File: config.mk
export PLATFORM = sky130hd
export DESIGN_NAME = gcd_lcm_unit
export DESIGN_NICKNAME = d
export VERILOG_FILES = /design/src/design/gcl_pkg.sv /design/src/design/gcl_ctrl.sv /design/src/design/gcl_dp.sv /design/src/design/gcd_lcm_unit.sv
export SDC_FILE = /design/constraint.sdc
export NUM_CORES = 2
export LEC_CHECK = 0
export BUFFER_PORTS_ARGS = -buffer_cell sky130_fd_sc_hd__buf_2
export CELL_PAD_IN_SITES_DETAIL_PLACEMENT = 0
export CELL_PAD_IN_SITES_GLOBAL_PLACEMENT = 2
export CORE_ASPECT_RATIO = 0.7
export CORE_MARGIN = 2
export CORE_UTILIZATION = 25
export CTS_BUF_LIST = sky130_fd_sc_hd__clkbuf_8 sky130_fd_sc_hd__clkbuf_16
export DETAILED_ROUTE_END_ITERATION = 6
export HOLD_SLACK_MARGIN = 0.08
export PLACE_DENSITY = 0.53
export SLEW_MARGIN = 20
export SYNTH_ARGS = -nofsm -noshare
export SYNTH_HDL_FRONTEND = slang
export SYNTH_SLANG_ARGS = --single-unit
File: constraint.sdc
create_clock -name clk -period 11.5 [get_ports clk]
set_clock_uncertainty 0.2 [all_clocks]
set_input_delay 0 -clock clk [delete_from_list [all_inputs] [get_ports clk]]
set_output_delay 0 -clock clk [all_outputs]
set_load 0.02 [all_outputs]
File: src/design/gcl_pkg.sv
// gcl_pkg: shared types and constants for the gcd / lcm unit
// no dependencies
`default_nettype none

package gcl_pkg;

  localparam int OPERAND_WIDTH_DEF = 32;
  localparam int DIVISOR_W         = 32;
  localparam int MULTIPLE_W        = 64;

  typedef enum logic [2:0] {
    S_IDLE,
    S_GCD,
    S_DIV,
    S_MUL,
    S_DONE
  } state_t;

  typedef struct packed {
    logic load;
    logic gcd_step;
    logic div_start;
    logic div_step;
    logic mul;
  } cmd_t;

  typedef struct packed {
    logic in_zero;
    logic gcd_done;
    logic div_last;
  } sts_t;

endpackage

`default_nettype wire

File: src/design/gcl_ctrl.sv
// gcl_ctrl: sequencer for the gcd / lcm unit
// depends on gcl_pkg; drives gcl_dp by command word, reads its status
`default_nettype none

module gcl_ctrl
  import gcl_pkg::*;
(
  input  wire logic clk,
  input  wire logic rst_n,
  input  wire logic start,
  output logic      busy,
  output logic      out_valid,
  output cmd_t      cmd,
  input  wire sts_t sts
);

  state_t state_r;
  state_t state_nxt;

  always_ff @(posedge clk) begin
    if (!rst_n) begin
      state_r <= S_IDLE;
    end else begin
      state_r <= state_nxt;
    end
  end

  always_comb begin
    state_nxt = state_r;
    case (state_r)
      S_IDLE: begin
        if (start) begin
          state_nxt = sts.in_zero ? S_DONE : S_GCD;
        end
      end
      S_GCD: begin
        if (sts.gcd_done) begin
          state_nxt = S_DIV;
        end
      end
      S_DIV: begin
        if (sts.div_last) begin
          state_nxt = S_MUL;
        end
      end
      S_MUL:   state_nxt = S_DONE;
      S_DONE:  state_nxt = S_IDLE;
      default: state_nxt = S_IDLE;
    endcase
  end

  always_comb begin
    cmd       = '0;
    busy      = 1'b1;
    out_valid = 1'b0;
    case (state_r)
      S_IDLE: begin
        busy     = 1'b0;
        cmd.load = start;
      end
      S_GCD: begin
        cmd.gcd_step  = !sts.gcd_done;
        cmd.div_start = sts.gcd_done;
      end
      S_DIV:   cmd.div_step = 1'b1;
      S_MUL:   cmd.mul = 1'b1;
      S_DONE:  out_valid = 1'b1;
      default: busy = 1'b0;
    endcase
  end

endmodule

`default_nettype wire

File: src/design/gcl_dp.sv
// gcl_dp: datapath with binary gcd, restoring divider and multiplier
// depends on gcl_pkg; commanded by gcl_ctrl
`default_nettype none

module gcl_dp
  import gcl_pkg::*;
#(
  parameter int OPERAND_WIDTH = OPERAND_WIDTH_DEF
) (
  input  wire logic                  clk,
  input  wire cmd_t                  cmd,
  output sts_t                       sts,
  input  wire logic [DIVISOR_W-1:0]  in_first_operand,
  input  wire logic [DIVISOR_W-1:0]  in_second_operand,
  output logic      [DIVISOR_W-1:0]  out_divisor,
  output logic      [MULTIPLE_W-1:0] out_multiple
);

  localparam int W  = OPERAND_WIDTH;
  localparam int KW = $clog2(W);
  localparam int CW = $clog2(W + 1);

  logic [W-1:0]   a_in;
  logic [W-1:0]   b_in;

  logic [W-1:0]   a_r, a_nxt;
  logic [W-1:0]   b_r, b_nxt;
  logic [W-1:0]   u_r, u_nxt;
  logic [W-1:0]   v_r, v_nxt;
  logic [KW-1:0]  k_r, k_nxt;
  logic [W-1:0]   g_r, g_nxt;
  logic [W-1:0]   quot_r, quot_nxt;
  logic [W-1:0]   rem_r, rem_nxt;
  logic [CW-1:0]  cnt_r, cnt_nxt;
  logic [2*W-1:0] prod_r, prod_nxt;

  logic [W:0]     rem_sh;
  logic [W:0]     rem_diff;

  assign a_in = in_first_operand[W-1:0];
  assign b_in = in_second_operand[W-1:0];

  assign rem_sh   = {rem_r, quot_r[W-1]};
  assign rem_diff = rem_sh - {1'b0, g_r};

  assign sts.in_zero  = (a_in == '0) || (b_in == '0);
  assign sts.gcd_done = (u_r == v_r);
  assign sts.div_last = (cnt_r == CW'(W - 1));

  always_comb begin
    a_nxt    = a_r;
    b_nxt    = b_r;
    u_nxt    = u_r;
    v_nxt    = v_r;
    k_nxt    = k_r;
    g_nxt    = g_r;
    quot_nxt = quot_r;
    rem_nxt  = rem_r;
    cnt_nxt  = cnt_r;
    prod_nxt = prod_r;
    if (cmd.load) begin
      a_nxt    = a_in;
      b_nxt    = b_in;
      u_nxt    = a_in;
      v_nxt    = b_in;
      k_nxt    = '0;
      g_nxt    = W'(1);
      prod_nxt = '0;
    end
    if (cmd.gcd_step) begin
      if (!u_r[0] && !v_r[0]) begin
        u_nxt = u_r >> 1;
        v_nxt = v_r >> 1;
        k_nxt = k_r + KW'(1);
      end else if (!u_r[0]) begin
        u_nxt = u_r >> 1;
      end else if (!v_r[0]) begin
        v_nxt = v_r >> 1;
      end else if (u_r > v_r) begin
        u_nxt = u_r - v_r;
      end else begin
        v_nxt = v_r - u_r;
      end
    end
    if (cmd.div_start) begin
      g_nxt    = u_r << k_r;
      quot_nxt = a_r;
      rem_nxt  = '0;
      cnt_nxt  = '0;
    end
    if (cmd.div_step) begin
      cnt_nxt = cnt_r + CW'(1);
      if (!rem_diff[W]) begin
        rem_nxt  = rem_diff[W-1:0];
        quot_nxt = {quot_r[W-2:0], 1'b1};
      end else begin
        rem_nxt  = rem_sh[W-1:0];
        quot_nxt = {quot_r[W-2:0], 1'b0};
      end
    end
    if (cmd.mul) begin
      prod_nxt = (2*W)'(quot_r) * (2*W)'(b_r);
    end
  end

  always_ff @(posedge clk) begin
    a_r    <= a_nxt;
    b_r    <= b_nxt;
    u_r    <= u_nxt;
    v_r    <= v_nxt;
    k_r    <= k_nxt;
    g_r    <= g_nxt;
    quot_r <= quot_nxt;
    rem_r  <= rem_nxt;
    cnt_r  <= cnt_nxt;
    prod_r <= prod_nxt;
  end

  assign out_divisor  = DIVISOR_W'(g_r);
  assign out_multiple = MULTIPLE_W'(prod_r);

endmodule

`default_nettype wire

File: src/design/gcd_lcm_unit.sv
// gcd_lcm_unit: greatest common divisor and least common multiple
// depends on gcl_pkg, gcl_ctrl and gcl_dp
//
// usage: drive in_first_operand and in_second_operand and raise start while
// busy is low; the word is taken at that clock edge and busy rises on the
// next cycle. operand bits at or above OPERAND_WIDTH are ignored.
// when the work is done, out_valid is high for exactly one cycle with
// out_divisor and out_multiple; the receiver must take the word then, it
// cannot stall the block. busy falls in the cycle after out_valid, so a new
// word can be taken in the cycle right after out_valid.
// if either operand is zero the result is divisor 1, multiple 0, with
// out_valid in the cycle after the accepting edge. otherwise the binary
// gcd loop runs its halving and subtraction steps (none for equal
// operands), then the gcd is formed, the restoring divider forms
// first/gcd and the multiplier forms the multiple. one word in flight.
// reset (rst_n low, synchronous) returns the sequencer to idle; a word in
// progress is dropped and no result is produced for it.
`default_nettype none

module gcd_lcm_unit
  import gcl_pkg::*;
#(
  parameter int OPERAND_WIDTH = OPERAND_WIDTH_DEF
) (
  input  wire logic                  clk,
  input  wire logic                  rst_n,
  input  wire logic                  start,
  output logic                       busy,
  input  wire logic [DIVISOR_W-1:0]  in_first_operand,
  input  wire logic [DIVISOR_W-1:0]  in_second_operand,
  output logic                       out_valid,
  output logic      [DIVISOR_W-1:0]  out_divisor,
  output logic      [MULTIPLE_W-1:0] out_multiple
);

  cmd_t cmd;
  sts_t sts;

  gcl_ctrl u_ctrl (
    .clk       (clk),
    .rst_n     (rst_n),
    .start     (start),
    .busy      (busy),
    .out_valid (out_valid),
    .cmd       (cmd),
    .sts       (sts)
  );

  gcl_dp #(
    .OPERAND_WIDTH (OPERAND_WIDTH)
  ) u_dp (
    .clk               (clk),
    .cmd               (cmd),
    .sts               (sts),
    .in_first_operand  (in_first_operand),
    .in_second_operand (in_second_operand),
    .out_divisor       (out_divisor),
    .out_multiple      (out_multiple)
  );

endmodule

`default_nettype wire

Yosys cells after proc, flatten, opt, wreduce, memory -nomap -nowiden
Index checks and enable logic that the tools add are counted.
- input port bits: 67
- word-level logic and storage cells: 79
- output and inout port bits: 98
- register bits: 302
- magnitude comparators: 1
- equality and inequality tests: 9
- $mul: 1
- shifts and indexed selects: 1
- reductions and logical operators: 13
- muxes and demuxes: 38
- add/sub/neg operators: 5
- operators with widths (kind ; number):
    32-bit two-way mux ; 19
    64-bit two-way mux ; 2
    32-bit logical NOT ; 2
    32-bit by 32-bit multiplier with 64-bit output ; 1
    32-bit subtractor ; 2
    33-bit by 32-bit subtractor with 33-bit output ; 1
    32-bit == test ; 1
    32-bit greater-than comparator ; 1
    32-bit by 5-bit << shifter with 32-bit output ; 1
    5-bit two-way mux ; 3
    3-bit two-way mux ; 4
    6-bit two-way mux ; 2
    3-bit case mux with 4 select lines ; 1
    6-bit by 1-bit adder with 6-bit output (second input constant) ; 1
    3-bit by 2-bit == test with 1-bit output (second input constant) ; 2
    6-bit by 5-bit == test with 1-bit output (second input constant) ; 1
    1-bit two-way mux ; 6
    2-bit nonzero test ; 3
    5-bit by 1-bit adder with 5-bit output (second input constant) ; 1
    2-bit != test (second input constant) ; 2
    4-bit OR reduction ; 1
    3-bit by 1-bit == test with 1-bit output (second input constant) ; 1
    3-bit == test (second input constant) ; 1
    1-bit logical NOT ; 3
    other kinds (6) ; 6

Logic depth before layout (Yosys ltp)
- word-level depth: 8
- gate-level depth with buffers: 30

Hierarchy
Synthesis repeated with hierarchy kept, for this count alone.
- cells, all modules: 5644
- area, all modules: 52253.9 µm²
- modules (own cells, without submodules) (module ; cells each ; seq. area each (µm²) ; instances ; area an instance (µm²)):
    gcl_dp ; 5618 ; 8287.9 ; 1 ; 52036.2
    gcl_ctrl ; 26 ; 60.1 ; 1 ; 217.7

Worst setup path after synthesis
Ideal clock, no wire load.
- path type: reg2reg
- start point: register u_dp.quot_r[21]
- end point: register u_dp.prod_r[60], in the netlist u_dp.out_multiple[60] (data pin)
- required time: 11.034 ns
- library setup time: 0.266 ns
- path buffers: 2
- clock period less this slack: 7.694 ns
- setup slack: 3.806 ns
- arrival time: 7.228 ns
- stages on the path, launching flop included: 27
- cells stage by stage: edfxtp_1 > clkbuf_1 > and2_1 > fa_1 > inv_1 > fa_1 > fa_1 > fa_1 > inv_1 > fa_1 > fa_1 > fa_1 > inv_1 > fa_1 > inv_1 > ha_1 > buf_2 > a21oi_4 > o21ai_1 > a211o_1 > a21oi_2 > a311oi_1 > or4_4 > a211o_1 > a311oi_2 > xor2_1 > nor2_1
- cells in the longest elaborated chain, start to end: 2
- RTL lines (element ; RTL line ; RTL):
    from (decl) ; gcl_dp.sv:32 ; logic [W-1:0] quot_r, quot_nxt;
    from (signal assigned) ; gcl_dp.sv:113 ; quot_r <= quot_nxt;
    32-bit by 32-bit multiplier with 64-bit output ; gcl_dp.sv:102 ; prod_nxt = (2*W)'(quot_r) * (2*W)'(b_r);
    64-bit two-way mux ; gcl_dp.sv:101 ; if (cmd.mul) begin
    to (signal assigned) ; gcl_dp.sv:116 ; prod_r <= prod_nxt;
    to (decl) ; gcl_dp.sv:35 ; logic [2*W-1:0] prod_r, prod_nxt;
Every way passes these cells.
A chain may end at the register's enable or synchronous reset.

Final worst setup path
- start point: register u_dp.b_r[20]
- end point: register u_dp.prod_r[62], in the netlist u_dp.out_multiple[62] (data pin)
- cells in the longest elaborated chain, start to end: 2
- RTL lines (element ; RTL line ; RTL):
    from (decl) ; gcl_dp.sv:27 ; logic [W-1:0] b_r, b_nxt;
    from (signal assigned) ; gcl_dp.sv:108 ; b_r <= b_nxt;
    32-bit by 32-bit multiplier with 64-bit output ; gcl_dp.sv:102 ;
    64-bit two-way mux ; gcl_dp.sv:101 ;
Every way passes these cells.

==> flow_summary.ini <==
[run_status]
status = completed

[synthesis]
synth_top_family_by_area = adder cells
yosys.area_share.simple_pct = 17.0
yosys.area_share.adder_pct = 42.9
ys_top_cells_by_area = fa_1, edfxtp_1, ha_1
ys.warnings.count = 0
yosysUniqueCellTypes = 87
synthMuxAreaShare_pct = 2.99
postSynthAreaPerCell_sq_um = 9.22
yosysTopAreaCellShare_pct = 34.3
synth-edff-count = 230
synth_xor_area_share_pct = 2.42
synth_seq_area_share_pct = 15.9
ys_ff_latch = 302
netlist_instances = 5687
synth_compound_area_share_pct = 9.20
async_flop_share_pct = 0
ys_top_cells_by_count = inv_1, fa_1, nand2_1, and2_1, ha_1
synth_ff_type = edfxtp_1
synth_top_area_cell = fa_1
netlist_area_sq_um = 52500
synth.most_common_cell = inv_1
synth_fp_nets = 7014

[route]
drc = 0
num_vias = 40200
ant_nets = 0
dr.first_iter.drc_count = 2774
drt_first_pass_iters = 5
wl_per_cell_microns = 23.7
vias_per_cell = 4.66
drt-total-wl_microns = 205000

[clocking]
clock_latency_ns = 0.68
clockBufferDepth = 3
cts_sinks = 302
cts_tree = built
cts_root_buffer = clkbuf_16
htree_num_levels = 2
cts_buffers = 44
path_clk_slew_ns = 0.06

[global_routing]
grt_pass1_wl_microns = 302000
antenna_found_initial = 25
gr-total-overflow = 0
grt_pass1_vias = 42700
grt_max_degree = 66
grt_use_total_pct = 19.2

[floorplan]
fp.dieArea_sq_um = 214000
die_x_microns = 551
core_area_sq_um = 208000
die_h_microns = 387
io_pins = 165
initial_utilization_pct = 25.2
core.rowCount = 140

[setup_path]
crit_top_cell = fa_1
crit_required_ns = 11.67
worstSetupPathType = reg -> reg
start_kind = flip-flop
crit_buf_inv = 6
critPathTopFamily = adder cells
cpPeakStageDelay_ns = 0.84
end_kind = flip-flop
cp.arrival_ns = 9.78
slowest_stage = edfxtp_1
cp_max_fo = 20

[timing]
fin_tns_setup_ns = 0
max_slew_margin_pct = 25.4
rsz0062_at_grt = false
finalCriticalPeriod_ns = 9.61
drv_slew = 0
final-setup-viol-count = 0
max_freq_mhz = 104
hold_viol = 0
worstMarginPinSlew_ns = 1.12
finalCritPeriodShare_pct = 83.6

[flow_run]
maxCapViolations = 0

[hold_path]
min_path_type = in -> reg

[cells_and_area]
syn2layout_area_growth_pct = 13.1
nNetsFinal = 7149
drive_above_1_share_pct = 8.02

[placement]
gp_congestion = 0.845
dp_hpwl_microns = 158000
port-buffer-count = 164
per-layer routing:
metal,share of wire (%),wire length (microns),GRT usage [%]
met5,0,0,0
met4,1.8,3750,3.57
met3,4.7,9660,2.44
met2,42,87000,28.4
met1,51,105000,29.8
worst min-delay path: stages:
cell           delay, ns
dlygate4sd3_1       0.53
buf_2               0.16
a21oi_1             0.14
a222oi_1            0.09
layout by cell type (no fill, tap or decap), drive strengths merged, types with 19 or more instances in the layout:
master	synthesis	final
nor4	27	27
nor3	44	44
o211ai	20	20
nand4	33	33
ha	361	361
inv	989	999
o21a	24	24
a21o	89	89
edfxtp	230	230
mux4	26	26
o21bai	19	19
o21ai	127	127
a21oi	274	274
nor2	299	299
nor2b	24	24
a211oi	30	30
mux2i	52	52
buf	46	274
xor2	55	55
nand3	49	49
xnor2	89	89
dlygate4sd3	0	134
and3	24	24
clkbuf	274	50
fa	899	899
mux2	41	41
and2	607	607
o22ai	31	31
nand2	620	620
dfxtp	72	72
a31oi	29	29
state kept, by name, summed over array words and instances (netlist names), 6 cells and up:
| signal | cells |
|---|---|
| u_dp.a_r | 32 |
| u_dp.b_r | 32 |
| u_dp.cnt_r | 6 |
| u_dp.out_divisor | 32 |
| u_dp.out_multiple | 64 |
| u_dp.quot_r | 32 |
| u_dp.rem_r | 32 |
| u_dp.u_r | 32 |
| u_dp.v_r | 32 |
logic make-up after synthesis:
family | Yosys count
and+or+nand+nor | 1797
AOI/OAI and AO/OA | 755
DFF | 302
adders and majority gates | 1260
xor gates and xnor gates | 144
muxes | 119
buffers and inverters | 1310
path summary, 6_finish.rpt:
path	start	end	slack, ns	cells after the start
setup / recovery	u_dp.b_r[20]	u_dp.out_multiple[62]	1.89	26
setup reg to reg	u_dp.b_r[20]	u_dp.out_multiple[62]	1.89	26
hold reg to reg	u_dp.v_r[27]	u_dp.v_r[26]	0.32	2
hold / removal	in_first_operand[23]	u_dp.u_r[23]	0.13	4
cell type report:
type / count / area, sq um
Sequential cell: 302 / 8350
Multi-Input combinational cell: 4075 / 39100
Tap cell: 2769 / 3460
Clock buffer: 49 / 1180
Inverter: 990 / 3720
Fill cell: 22200 / 149000
Timing Repair Buffer: 409 / 3050
Clock inverter: 33 / 390
Antenna cell: 10 / 25.0
stage by stage:
stage          utilization, %  setup WS, ns  area (sq um)  cells  hold slack, ns
6_report                 28.5          1.89         59300   8637           0.127
5_1_grt                  28.5          1.67         59300   8630           0.126
4_1_cts                  28.5          2.07         59300   8625          0.0816
3_5_place_dp             27.1          2.11         56300   8409          0.0578
3_3_place_gp             27.0          2.09         56300   8407          0.0533
2_1_floorplan               -          3.81         52500   5687          -0.101
repair_timing:
| action | in CTS | in global routing |
|---|---|---|
| hold endpoints to repair | 152 | 0 |
| setup buffers | 0 | 0 |
| hold buffers | 134 | 0 |
| gates resized for setup | 0 | 0 |
Power is not shown: default switching activity piles up to over one toggle a cycle in this logic, so the estimate is an artifact.
